## config.mk

```make
export PLATFORM = sky130hd
export DESIGN_NAME = modifier_combo_key_remapper_unit
export DESIGN_NICKNAME = d
export VERILOG_FILES = /design/src/rtl/core/mckr_pkg.sv /design/src/rtl/core/mckr_front.sv /design/src/rtl/core/mckr_back.sv /design/src/rtl/core/modifier_combo_key_remapper_unit.sv
export SDC_FILE = /design/constraint.sdc
export NUM_CORES = 2
export LEC_CHECK = 0
export BUFFER_PORTS_ARGS = -buffer_cell sky130_fd_sc_hd__buf_2
export CORE_ASPECT_RATIO = 1.4
export CORE_MARGIN = 3
export CORE_UTILIZATION = 40
export CTS_CLUSTER_DIAMETER = 200
export DETAILED_ROUTE_END_ITERATION = 10
export PLACE_DENSITY = 0.65
export SETUP_SLACK_MARGIN = 0.1
export SYNTH_ARGS = -nofsm -noshare
export SYNTH_HDL_FRONTEND = slang
export SYNTH_SLANG_ARGS = --single-unit
```

## constraint.sdc

```tcl
create_clock -name i_clk -period 44.6 [get_ports i_clk]
set_input_delay 4.46 -clock i_clk [delete_from_list [all_inputs] [get_ports i_clk]]
set_output_delay 4.46 -clock i_clk [all_outputs]
set_load 0.02 [all_outputs]
```

## src/rtl/core/mckr_pkg.sv

```systemverilog
package mckr_pkg;

    // Table sizes
    localparam int COMBO_ENTRIES = 16;
    localparam int MOD_ENTRIES   = 8;
    localparam int KEY_CODES     = 1024;

    localparam int CIDX_W = (COMBO_ENTRIES > 1) ? $clog2(COMBO_ENTRIES) : 1;
    localparam int MIDX_W = (MOD_ENTRIES > 1) ? $clog2(MOD_ENTRIES) : 1;
    localparam int KEY_W  = $clog2(KEY_CODES);

    // Field widths fixed by the stream format
    localparam int CODE_W      = 10;
    localparam int STATE_W     = 2;
    localparam int IDX_W       = 4;
    localparam int IN_TDATA_W  = 64;
    localparam int IN_TUSER_W  = 2;
    localparam int OUT_TDATA_W = 16;

    // Short queue between front and back
    localparam int Q_DEPTH = 2;
    localparam int Q_AW    = (Q_DEPTH > 1) ? $clog2(Q_DEPTH) : 1;

    localparam logic [STATE_W-1:0] ST_REL    = 2'd0;
    localparam logic [STATE_W-1:0] ST_PRESS  = 2'd1;
    localparam logic [STATE_W-1:0] ST_REPEAT = 2'd2;

    typedef enum logic [1:0] {
        CMD_KEY      = 2'd0,
        CMD_COMBO_WR = 2'd1,
        CMD_MOD_WR   = 2'd2,
        CMD_FLAG_WR  = 2'd3
    } t_cmd;

    typedef enum logic [2:0] {
        OP_NOP      = 3'd0,
        OP_KEY      = 3'd1,
        OP_COMBO_WR = 3'd2,
        OP_MOD_WR   = 3'd3,
        OP_FLAG_WR  = 3'd4
    } t_op;

    typedef struct packed {
        t_op                op;
        logic               key_ok;
        logic [CODE_W-1:0]  key_code;
        logic [STATE_W-1:0] key_state;
        logic [IDX_W-1:0]   entry_index;
        logic [CODE_W-1:0]  from_mod;
        logic [CODE_W-1:0]  from_key;
        logic [CODE_W-1:0]  to_mod;
        logic [CODE_W-1:0]  to_key;
        logic               entry_valid;
        logic               modifier_flag;
    } t_item;

    typedef struct packed {
        logic pop;
        logic clr_busy;
    } t_back_ctl;

endpackage

```

## src/rtl/core/mckr_front.sv

```systemverilog
module mckr_front (
    input  logic                             i_clk,
    input  logic                             i_rst_n,
    input  logic                             i_valid,
    output logic                             o_ready,
    input  logic [mckr_pkg::IN_TDATA_W-1:0]  i_data,
    input  logic [mckr_pkg::IN_TUSER_W-1:0]  i_user,
    input  mckr_pkg::t_back_ctl              i_ctl,
    output logic                             o_q_valid,
    output mckr_pkg::t_item                  o_item
);
    import mckr_pkg::*;

    t_item             cls_item;
    t_cmd              cmd;
    logic              push;
    logic              pop;
    t_item             r_q [Q_DEPTH];
    logic [Q_AW-1:0]   r_wr_ptr;
    logic [Q_AW-1:0]   r_rd_ptr;
    logic [Q_AW:0]     r_cnt;
    logic [Q_AW-1:0]   n_wr_ptr;
    logic [Q_AW-1:0]   n_rd_ptr;
    logic [Q_AW:0]     n_cnt;

    // Classify: unpack the fields and turn out-of-range writes into no-ops
    always_comb begin
        cmd                    = t_cmd'(i_user);
        cls_item.key_code      = i_data[9:0];
        cls_item.key_state     = i_data[11:10];
        cls_item.entry_index   = i_data[15:12];
        cls_item.from_mod      = i_data[25:16];
        cls_item.from_key      = i_data[35:26];
        cls_item.to_mod        = i_data[45:36];
        cls_item.to_key        = i_data[55:46];
        cls_item.entry_valid   = i_data[56];
        cls_item.modifier_flag = i_data[57];
        cls_item.key_ok        = 32'(i_data[9:0]) < KEY_CODES;
        case (cmd)
            CMD_KEY: begin
                cls_item.op = OP_KEY;
            end
            CMD_COMBO_WR: begin
                cls_item.op = (32'(i_data[15:12]) < COMBO_ENTRIES) ? OP_COMBO_WR : OP_NOP;
            end
            CMD_MOD_WR: begin
                cls_item.op = (32'(i_data[15:12]) < MOD_ENTRIES) ? OP_MOD_WR : OP_NOP;
            end
            CMD_FLAG_WR: begin
                cls_item.op = cls_item.key_ok ? OP_FLAG_WR : OP_NOP;
            end
            default: begin
                cls_item.op = OP_NOP;
            end
        endcase
    end

    assign o_ready   = !i_ctl.clr_busy && (r_cnt != (Q_AW + 1)'(Q_DEPTH));
    assign push      = i_valid && o_ready;
    assign pop       = i_ctl.pop;
    assign o_q_valid = (r_cnt != '0);
    assign o_item    = r_q[r_rd_ptr];

    always_comb begin
        n_wr_ptr = r_wr_ptr;
        n_rd_ptr = r_rd_ptr;
        n_cnt    = r_cnt;
        if (push) begin
            n_wr_ptr = (r_wr_ptr == Q_AW'(Q_DEPTH - 1)) ? '0 : r_wr_ptr + 1'b1;
        end
        if (pop) begin
            n_rd_ptr = (r_rd_ptr == Q_AW'(Q_DEPTH - 1)) ? '0 : r_rd_ptr + 1'b1;
        end
        if (push && !pop) begin
            n_cnt = r_cnt + 1'b1;
        end else if (pop && !push) begin
            n_cnt = r_cnt - 1'b1;
        end
    end

    always_ff @(posedge i_clk) begin
        if (!i_rst_n) begin
            r_wr_ptr <= '0;
            r_rd_ptr <= '0;
            r_cnt    <= '0;
        end else begin
            r_wr_ptr <= n_wr_ptr;
            r_rd_ptr <= n_rd_ptr;
            r_cnt    <= n_cnt;
        end
    end

    always_ff @(posedge i_clk) begin
        if (push) begin
            r_q[r_wr_ptr] <= cls_item;
        end
    end

endmodule

```

## src/rtl/core/mckr_back.sv

```systemverilog
module mckr_back (
    input  logic                          i_clk,
    input  logic                          i_rst_n,
    input  logic                          i_q_valid,
    input  mckr_pkg::t_item               i_item,
    output mckr_pkg::t_back_ctl           o_ctl,
    output logic                          o_out_valid,
    input  logic                          i_out_ready,
    output logic [mckr_pkg::CODE_W-1:0]   o_out_code,
    output logic [mckr_pkg::STATE_W-1:0]  o_out_state,
    output logic                          o_out_last
);
    import mckr_pkg::*;

    typedef enum logic [5:0] {
        S_CLEAR  = 6'b000001,
        S_IDLE   = 6'b000010,
        S_DECIDE = 6'b000100,
        S_SCAN_C = 6'b001000,
        S_SCAN_M = 6'b010000,
        S_EMIT   = 6'b100000
    } t_seq;

    typedef enum logic [4:0] {
        M_WAIT_MOD   = 5'b00001,
        M_WAIT_COMBO = 5'b00010,
        M_IN_COMBO   = 5'b00100,
        M_CLEAN      = 5'b01000,
        M_RECOMBO    = 5'b10000
    } t_mode;

    typedef struct packed {
        logic [1:0]         cnt;
        logic [CODE_W-1:0]  c0;
        logic [STATE_W-1:0] s0;
        logic [CODE_W-1:0]  c1;
        logic [STATE_W-1:0] s1;
    } t_evs;

    function automatic t_evs f_one(input logic [CODE_W-1:0] c, input logic [STATE_W-1:0] s);
        t_evs e;
        e     = '0;
        e.cnt = 2'd1;
        e.c0  = c;
        e.s0  = s;
        return e;
    endfunction

    function automatic t_evs f_two(input logic [CODE_W-1:0] ca, input logic [CODE_W-1:0] cb,
                                   input logic [STATE_W-1:0] s);
        t_evs e;
        e.cnt = 2'd2;
        e.c0  = ca;
        e.s0  = s;
        e.c1  = cb;
        e.s1  = s;
        return e;
    endfunction

    // Events for sending the active chord in state s
    function automatic t_evs f_chord(input logic [CODE_W-1:0] amod, input logic [CODE_W-1:0] akey,
                                     input logic [STATE_W-1:0] s);
        t_evs e;
        e = '0;
        if (amod == '0) begin
            e = f_one(akey, s);
        end else begin
            case (s)
                ST_PRESS:  e = f_two(amod, akey, s);
                ST_REPEAT: e = f_one(akey, s);
                ST_REL:    e = f_two(akey, amod, s);
                default:   e = '0;
            endcase
        end
        return e;
    endfunction

    t_seq               r_seq, n_seq;
    t_mode              r_mode, n_mode;
    logic [CODE_W-1:0]  r_held_mod, n_held_mod;
    logic [CODE_W-1:0]  r_held_key, n_held_key;
    logic [CODE_W-1:0]  r_active_mod, n_active_mod;
    logic [CODE_W-1:0]  r_active_key, n_active_key;
    t_item              r_cur, n_cur;
    logic [KEY_W-1:0]   r_clr_addr, n_clr_addr;
    logic [CIDX_W-1:0]  r_scan_c, n_scan_c;
    logic [MIDX_W-1:0]  r_scan_m, n_scan_m;
    t_evs               r_evs, n_evs;
    logic               r_ev_sel, n_ev_sel;
    logic               r_out_valid, n_out_valid;
    logic [CODE_W-1:0]  r_out_code, n_out_code;
    logic [STATE_W-1:0] r_out_state, n_out_state;
    logic               r_out_last, n_out_last;

    logic               r_c_valid [COMBO_ENTRIES];
    logic [CODE_W-1:0]  r_c_fmod  [COMBO_ENTRIES];
    logic [CODE_W-1:0]  r_c_fkey  [COMBO_ENTRIES];
    logic [CODE_W-1:0]  r_c_tmod  [COMBO_ENTRIES];
    logic [CODE_W-1:0]  r_c_tkey  [COMBO_ENTRIES];
    logic               r_m_valid [MOD_ENTRIES];
    logic [CODE_W-1:0]  r_m_fmod  [MOD_ENTRIES];
    logic [CODE_W-1:0]  r_m_tmod  [MOD_ENTRIES];

    logic               r_flags [KEY_CODES];
    logic               r_flag;

    logic               pop;
    logic               c_we, m_we;
    logic [CIDX_W-1:0]  c_widx;
    logic [MIDX_W-1:0]  m_widx;
    logic               mem_we;
    logic               mem_wd;
    logic [KEY_W-1:0]   mem_addr;
    logic               c_match, c_dis, c_last;
    logic               m_match, m_last;
    logic               fin;
    t_evs               evs;
    logic               out_free;

    assign pop    = (r_seq == S_IDLE) && i_q_valid;
    assign c_we   = pop && (i_item.op == OP_COMBO_WR);
    assign m_we   = pop && (i_item.op == OP_MOD_WR);
    assign c_widx = CIDX_W'(i_item.entry_index);
    assign m_widx = MIDX_W'(i_item.entry_index);

    assign o_ctl.pop      = pop;
    assign o_ctl.clr_busy = (r_seq == S_CLEAR);

    // Flag memory: the clearing pass and flag writes share the one port with key reads
    assign mem_we   = (r_seq == S_CLEAR) || (pop && (i_item.op == OP_FLAG_WR));
    assign mem_wd   = (r_seq == S_CLEAR) ? 1'b0 : i_item.modifier_flag;
    assign mem_addr = (r_seq == S_CLEAR) ? r_clr_addr : KEY_W'(i_item.key_code);

    always_ff @(posedge i_clk) begin
        if (mem_we) begin
            r_flags[mem_addr] <= mem_wd;
        end
        r_flag <= r_flags[mem_addr];
    end

    assign c_match = r_c_valid[r_scan_c] && (r_c_fmod[r_scan_c] == r_held_mod)
                     && (r_c_fkey[r_scan_c] == r_cur.key_code);
    assign c_dis   = (r_c_tmod[r_scan_c] == '0) && (r_c_tkey[r_scan_c] == '0);
    assign c_last  = (r_scan_c == CIDX_W'(COMBO_ENTRIES - 1));
    assign m_match = r_m_valid[r_scan_m] && (r_m_fmod[r_scan_m] == r_held_mod);
    assign m_last  = (r_scan_m == MIDX_W'(MOD_ENTRIES - 1));
    assign out_free = !r_out_valid || i_out_ready;

    always_comb begin
        n_seq        = r_seq;
        n_mode       = r_mode;
        n_held_mod   = r_held_mod;
        n_held_key   = r_held_key;
        n_active_mod = r_active_mod;
        n_active_key = r_active_key;
        n_cur        = r_cur;
        n_clr_addr   = r_clr_addr;
        n_scan_c     = r_scan_c;
        n_scan_m     = r_scan_m;
        n_evs        = r_evs;
        n_ev_sel     = r_ev_sel;
        n_out_valid  = r_out_valid;
        n_out_code   = r_out_code;
        n_out_state  = r_out_state;
        n_out_last   = r_out_last;
        fin          = 1'b0;
        evs          = '0;

        if (r_out_valid && i_out_ready) begin
            n_out_valid = 1'b0;
        end

        case (r_seq)
            S_CLEAR: begin
                n_clr_addr = r_clr_addr + 1'b1;
                if (r_clr_addr == KEY_W'(KEY_CODES - 1)) begin
                    n_seq = S_IDLE;
                end
            end
            S_IDLE: begin
                if (i_q_valid) begin
                    n_cur = i_item;
                    if (i_item.op == OP_KEY) begin
                        n_seq = S_DECIDE;
                    end
                end
            end
            S_DECIDE: begin
                fin = 1'b1;
                case (r_mode)
                    M_WAIT_COMBO: begin
                        if (r_cur.key_state == ST_PRESS) begin
                            fin      = 1'b0;
                            n_scan_c = '0;
                            n_seq    = S_SCAN_C;
                        end else begin
                            evs    = f_two(r_held_mod, r_cur.key_code, ST_PRESS);
                            evs.s1 = r_cur.key_state;
                            n_mode = M_WAIT_MOD;
                        end
                    end
                    M_IN_COMBO: begin
                        if (r_cur.key_code == r_held_mod || r_cur.key_code == r_held_key) begin
                            evs = f_chord(r_active_mod, r_active_key, r_cur.key_state);
                            if (r_cur.key_state == ST_REL) begin
                                n_mode = (r_cur.key_code == r_held_mod) ? M_CLEAN : M_RECOMBO;
                            end
                        end else begin
                            evs = f_one(r_cur.key_code, r_cur.key_state);
                        end
                    end
                    M_CLEAN: begin
                        if (r_cur.key_code == r_held_key) begin
                            if (r_cur.key_state == ST_REL) begin
                                n_mode = M_WAIT_MOD;
                            end
                        end else begin
                            evs = f_one(r_cur.key_code, r_cur.key_state);
                        end
                    end
                    M_RECOMBO: begin
                        if (r_cur.key_code == r_held_mod) begin
                            if (r_cur.key_state == ST_REL) begin
                                n_mode = M_WAIT_MOD;
                            end
                        end else if (r_cur.key_state == ST_PRESS) begin
                            fin      = 1'b0;
                            n_scan_c = '0;
                            n_seq    = S_SCAN_C;
                        end else begin
                            evs = f_one(r_cur.key_code, r_cur.key_state);
                        end
                    end
                    default: begin
                        n_mode = M_WAIT_MOD;
                        if (r_cur.key_ok && r_flag && r_cur.key_state == ST_PRESS) begin
                            n_held_mod = r_cur.key_code;
                            n_mode     = M_WAIT_COMBO;
                        end else begin
                            evs = f_one(r_cur.key_code, r_cur.key_state);
                        end
                    end
                endcase
            end
            S_SCAN_C: begin
                if (c_match && !c_dis) begin
                    fin          = 1'b1;
                    n_active_mod = r_c_tmod[r_scan_c];
                    n_active_key = r_c_tkey[r_scan_c];
                    n_held_key   = r_cur.key_code;
                    n_mode       = M_IN_COMBO;
                    evs = f_chord(r_c_tmod[r_scan_c], r_c_tkey[r_scan_c], ST_PRESS);
                end else if (c_match || (c_last && 1'b0)) begin
                    // disabled chord: no remap
                    fin = 1'b1;
                    if (r_mode == M_WAIT_COMBO) begin
                        evs    = f_two(r_held_mod, r_cur.key_code, ST_PRESS);
                        evs.s1 = r_cur.key_state;
                        n_mode = M_WAIT_MOD;
                    end else begin
                        evs = f_one(r_cur.key_code, r_cur.key_state);
                    end
                end else if (c_last) begin
                    n_scan_m = '0;
                    n_seq    = S_SCAN_M;
                end else begin
                    n_scan_c = r_scan_c + 1'b1;
                end
            end
            S_SCAN_M: begin
                if (m_match) begin
                    fin          = 1'b1;
                    n_active_mod = r_m_tmod[r_scan_m];
                    n_active_key = r_cur.key_code;
                    n_held_key   = r_cur.key_code;
                    n_mode       = M_IN_COMBO;
                    evs = f_chord(r_m_tmod[r_scan_m], r_cur.key_code, ST_PRESS);
                end else if (m_last) begin
                    fin = 1'b1;
                    if (r_mode == M_WAIT_COMBO) begin
                        evs    = f_two(r_held_mod, r_cur.key_code, ST_PRESS);
                        evs.s1 = r_cur.key_state;
                        n_mode = M_WAIT_MOD;
                    end else begin
                        evs = f_one(r_cur.key_code, r_cur.key_state);
                    end
                end else begin
                    n_scan_m = r_scan_m + 1'b1;
                end
            end
            S_EMIT: begin
                if (out_free) begin
                    n_out_valid = 1'b1;
                    n_out_code  = r_ev_sel ? r_evs.c1 : r_evs.c0;
                    n_out_state = r_ev_sel ? r_evs.s1 : r_evs.s0;
                    n_out_last  = r_ev_sel || (r_evs.cnt == 2'd1);
                    if (r_ev_sel || (r_evs.cnt == 2'd1)) begin
                        n_ev_sel = 1'b0;
                        n_seq    = S_IDLE;
                    end else begin
                        n_ev_sel = 1'b1;
                    end
                end
            end
            default: begin
                n_seq = S_IDLE;
            end
        endcase

        if (fin) begin
            n_evs    = evs;
            n_ev_sel = 1'b0;
            n_seq    = (evs.cnt != 2'd0) ? S_EMIT : S_IDLE;
        end
    end

    always_ff @(posedge i_clk) begin
        if (!i_rst_n) begin
            r_seq        <= S_CLEAR;
            r_mode       <= M_WAIT_MOD;
            r_held_mod   <= '0;
            r_held_key   <= '0;
            r_active_mod <= '0;
            r_active_key <= '0;
            r_clr_addr   <= '0;
            r_ev_sel     <= 1'b0;
            r_out_valid  <= 1'b0;
            for (int i = 0; i < COMBO_ENTRIES; i++) begin
                r_c_valid[i] <= 1'b0;
            end
            for (int i = 0; i < MOD_ENTRIES; i++) begin
                r_m_valid[i] <= 1'b0;
            end
        end else begin
            r_seq        <= n_seq;
            r_mode       <= n_mode;
            r_held_mod   <= n_held_mod;
            r_held_key   <= n_held_key;
            r_active_mod <= n_active_mod;
            r_active_key <= n_active_key;
            r_clr_addr   <= n_clr_addr;
            r_ev_sel     <= n_ev_sel;
            r_out_valid  <= n_out_valid;
            if (c_we) begin
                r_c_valid[c_widx] <= i_item.entry_valid;
            end
            if (m_we) begin
                r_m_valid[m_widx] <= i_item.entry_valid;
            end
        end
    end

    always_ff @(posedge i_clk) begin
        r_cur       <= n_cur;
        r_scan_c    <= n_scan_c;
        r_scan_m    <= n_scan_m;
        r_evs       <= n_evs;
        r_out_code  <= n_out_code;
        r_out_state <= n_out_state;
        r_out_last  <= n_out_last;
        if (c_we) begin
            r_c_fmod[c_widx] <= i_item.from_mod;
            r_c_fkey[c_widx] <= i_item.from_key;
            r_c_tmod[c_widx] <= i_item.to_mod;
            r_c_tkey[c_widx] <= i_item.to_key;
        end
        if (m_we) begin
            r_m_fmod[m_widx] <= i_item.from_mod;
            r_m_tmod[m_widx] <= i_item.to_mod;
        end
    end

    assign o_out_valid = r_out_valid;
    assign o_out_code  = r_out_code;
    assign o_out_state = r_out_state;
    assign o_out_last  = r_out_last;

endmodule

```

## src/rtl/core/modifier_combo_key_remapper_unit.sv

```systemverilog
// Modifier combo key remapper. Takes key events and table/flag load commands on the slave
// stream (tuser = command) and sends remapped key events on the master stream, with tlast on
// the last event caused by an input. After reset the block sweeps its modifier flag memory,
// one entry per cycle, through all KEY_CODES (1024) entries with tready low. A transfer enters
// a two-entry queue; the back end then takes a load command straight from idle, while a key
// event passes a decide step, a chord lookup if needed that scans the combo and modifier tables
// one entry a cycle (up to COMBO_ENTRIES + MOD_ENTRIES, 16 + 8 entries), and an emit step for
// each event. The output register lets the next item proceed while a result waits to be taken.
module modifier_combo_key_remapper_unit (
    input  logic                                  i_clk,
    input  logic                                  i_rst_n,
    input  logic                                  i_s_axis_tvalid,
    output logic                                  o_s_axis_tready,
    // key_code[9:0], key_state[11:10], entry_index[15:12], from_mod[25:16],
    // from_key[35:26], to_mod[45:36], to_key[55:46], entry_valid[56], modifier_flag[57]
    input  logic [mckr_pkg::IN_TDATA_W-1:0]       i_s_axis_tdata,
    // command[1:0]
    input  logic [mckr_pkg::IN_TUSER_W-1:0]       i_s_axis_tuser,
    output logic                                  o_m_axis_tvalid,
    input  logic                                  i_m_axis_tready,
    // out_code[9:0], out_state[11:10]
    output logic [mckr_pkg::OUT_TDATA_W-1:0]      o_m_axis_tdata,
    output logic                                  o_m_axis_tlast
);
    import mckr_pkg::*;

    logic               q_valid;
    t_item              q_item;
    t_back_ctl          back_ctl;
    logic [CODE_W-1:0]  out_code;
    logic [STATE_W-1:0] out_state;

    mckr_front u_front (
        .i_clk     (i_clk),
        .i_rst_n   (i_rst_n),
        .i_valid   (i_s_axis_tvalid),
        .o_ready   (o_s_axis_tready),
        .i_data    (i_s_axis_tdata),
        .i_user    (i_s_axis_tuser),
        .i_ctl     (back_ctl),
        .o_q_valid (q_valid),
        .o_item    (q_item)
    );

    mckr_back u_back (
        .i_clk       (i_clk),
        .i_rst_n     (i_rst_n),
        .i_q_valid   (q_valid),
        .i_item      (q_item),
        .o_ctl       (back_ctl),
        .o_out_valid (o_m_axis_tvalid),
        .i_out_ready (i_m_axis_tready),
        .o_out_code  (out_code),
        .o_out_state (out_state),
        .o_out_last  (o_m_axis_tlast)
    );

    assign o_m_axis_tdata = {(OUT_TDATA_W - CODE_W - STATE_W)'(0), out_state, out_code};

endmodule

```

==> impl_results.md <==
* Post-layout instance count excluding filler cells at 9523
* Reg2Reg Capture Point: u_back.r_flag$_DFF_P_
* Clk slew on worst S/H paths at 0.06 ns
* Die area at 229000 sq um
* Slew headroom at between 10% and 20%
* Max Transition Viols Final at 0
* Hold Crit Depth at 2
* Worst path max stage delay at 0.43 ns
* WS Path Type: flip-flop to output port
* Chip width at 405 microns
* Register area share after synthesis at 69.6%
* Crit start category: flip-flop
* Final hold violations at 0
* Layout Skew at 0.0869 ns
* CP Data Required Time at roughly 40 ns
* Outcome: finished, final reports clean
* Slowest-stage cell, CP: dfxtp_1
* Clock Path Buffers at 4
* Share of cells above drive strength 1 at 13.4%
* Hpwl dp at 141 mm
* Initial antenna violation count at 14
* Clk sinks at between 2000 and 2500
* Vias per cell at 5.92
* Setup TNS Final at 0 ns
* Period minus WS final at ~6.6 ns
* Synth Area per Inst at 13.5 sq um
* TritonCTS Buffers at 192
* # IOs at slightly below 90
* WL per Instance at 26.7 microns
* Maximum VDD drop at 0.0000415 V
* Critical Path AT at 2.12 ns
* Detailed Route Iter0 Violations at approximately 6900
* #FFs+latches synth at between 2000 and 2500
* TritonRoute pass-1 iters at 6
* R2R cell count at 12
* FMAX at 152 MHz
* ANT nets after route at 0
* Mapped cell area at 89300 sq um
* Final period util at 14.7%
* Cts hold-fix bufs at 0
* Vias in the first global route at 54500
* Worst Hold Path EP: u_back.r_m_valid[3]$_DFF_P_
* Synth cell types at 96
* # setup viols final at 0
* IO buf count at 78
* Main flop type after synthesis: edfxtp_1
* First-pass GRT wire length at 367 mm
* Row count at between 200 and 250
* Overall Global Routing Usage at 21.6%
* Static leakage at 31.3 nW
* Clk_lat worst skew at 0.86 ns
* Nets@finish at 6557
* Gr ovfl total at 0
* Max Cap Viol at 0
* Worst slew pin tran at 1.26 ns
* Synthesis-to-finish area growth at 10.5%
* H-tree levels at 4
* Post-CTS setup buffer count at 0
* Worst Hold Class: flip-flop to flip-flop
* Placed insts at between 9000 and 10000
* CTS tree: done
* Worst r2r src: u_back.r_seq[1]$_SDFFE_PN0P_
* DRC errors left at 0
* Mapped Cells at 6607
* RSZ-0062 raised after global routing: false
* Cell Chain, Critical Path: nor2b_1 -> nand2_1 -> and2_1 -> buf_2
* Post-CTS Resized at 0
* Worst Setup SP: u_back.r_seq[0]$_SDFFE_PN1P_
* R2R setup slack at 38.52 ns
* Clk root buf: clkbuf_16
* Worst hold start: u_back.r_m_valid[3]$_DFF_P_
* Final WL at 254 mm
* CORE AREA at 221000 sq um
* Critical Path Fanout Max at 7
* Die Height at 565 microns
* Largest net degree at the start of global routing at roughly 180
* PD cells at 47.2 nW/um^2
* Critical path endpoint category: output port
* GPL Wtd Cong at 0.937
* Fillers at 19400
* Vias post-DR at 56400
* Async SR Flop Fraction at 0%
* Synth warn at 0
* Initial core utilization at 40.4%
* EDFF count, synth at around 2000
-- worst max-delay path by stage --
stage	end	slack [ns]	cells past startpoint
3_3_place_gp	u_back.r_seq[2]$_SDFFE_PN0P_	38.04	4
3_5_place_dp	u_front.r_q[0][11]$_DFFE_PP_	38.04	4
2_1_floorplan	u_back.r_flags[0]$_DFFE_PP_	14.23	6
4_1_cts	o_s_axis_tready	37.99	4
5_1_grt	o_s_axis_tready	37.89	4
6_report	o_s_axis_tready	38.02	4
-- cell usage after synthesis, drive strengths merged (62+ instances only) --
library cell,count,area share (%)
a211oi,99,0.83
a21oi,177,1.0
a311oi,68,0.67
a31oi,116,0.81
a32oi,63,0.62
and3,108,0.76
buf,212,1.4
clkbuf,333,1.4
dfxtp,100,2.2
edfxtp,2004,67
mux2,83,1.0
mux2i,178,2.0
mux4,201,5.2
nand2,965,4.1
nand3,193,1.1
nor2,1112,4.7
o21ai,62,0.35
-- sequential cells by signal, indices dropped and copies added, names as in the netlist, 12 cells and up, named ones only --
name,flops
u_back.r_flags,1024
u_back.r_cur,12
u_front.r_q,122
u_back.r_evs,26
u_back.r_c_fkey,160
u_back.r_c_tkey,160
u_back.r_c_tmod,160
u_back.r_c_fmod,160
u_back.r_m_tmod,80
u_back.r_c_valid,16
u_back.r_m_fmod,80
-- cell families (layout without fill, tap and decap cells) --
family | after synthesis | after routing | synth area share, %
other | 1 | 12 | 0.00420
multiplexers | 462 | 462 | 8.20
XOR/XNOR | 61 | 61 | 0.598
AND/OR/NAND/NOR | 2569 | 2569 | 12.0
adder cells (fa/ha/maj) | 5 | 5 | 0.0701
buffers and inverters | 597 | 618 | 3.00
flip-flops | 2104 | 2104 | 69.6
AO/OA/AOI/OAI | 808 | 808 | 6.49
-- critical path, delay by kind of cell, from the launching register on --
family / cells / cell delay (ns)
buf+inv: 1 / 0.16
simple gates: 3 / 0.71
flops: 1 / 0.43
-- layer usage --
layer | routed length, microns | vias up | GRT usage [%] | share of wire (%)
met5 | 86 | - | 0 | 0.034
met3 | 23600 | 605 | 3.59 | 9.3
met1 | 94100 | 28700 | 27.5 | 37
met4 | 12600 | 8 | 10.4 | 5.0
li1 | - | 24200 | - | -
met2 | 124000 | 2833 | 36.1 | 49
-- layout make-up --
cell class                      count  area (sq um)  area share, %
Multi-Input combinational cell   3909         24900           25.3
Antenna cell                        8          20.0         0.0203
Clock buffer                      240          5170           5.24
Timing Repair Buffer              224          1520           1.54
Inverter                           51           191          0.194
Clock inverter                    103          1020           1.04
Tap cell                         2884          3610           3.66
Sequential cell                  2104         62200           63.0
-- cells in the final DEF (no fill, tap or decap), types with 108 or more instances in the layout --
cell / n
edfxtp_1: 2004
buf_4: 143
a21oi_1: 165
mux2i_1: 178
and3_1: 108
nand3_1: 193
clkbuf_16: 197
nor2_1: 1084
nand2_1: 932
a31oi_1: 116
mux4_2: 180
-- metrics by stage --
step / utilization, % / power [W] / worst slack [ns] / area [sq um] / hold slack, ns
2_1_floorplan: - / 0.00285 / 14.23 / 89300 / 0.432
3_3_place_gp: 41.8 / 0.00303 / 38.04 / 92400 / 0.439
3_5_place_dp: 41.8 / 0.00303 / 38.04 / 92400 / 0.450
4_1_cts: 44.6 / 0.00466 / 37.99 / 98600 / 0.459
5_1_grt: 44.6 / 0.00480 / 37.89 / 98600 / 0.485
6_report: 44.6 / 0.00466 / 38.02 / 98700 / 0.456
-- where the power goes --
group,total [W],switching (W),internal [W]
registers,0.00224,0.00000646,0.00223
logic,0.000769,0.000590,0.000178
clock network,0.00165,0.000712,0.000936
Note: power is estimated with default switching activity, not from simulation.
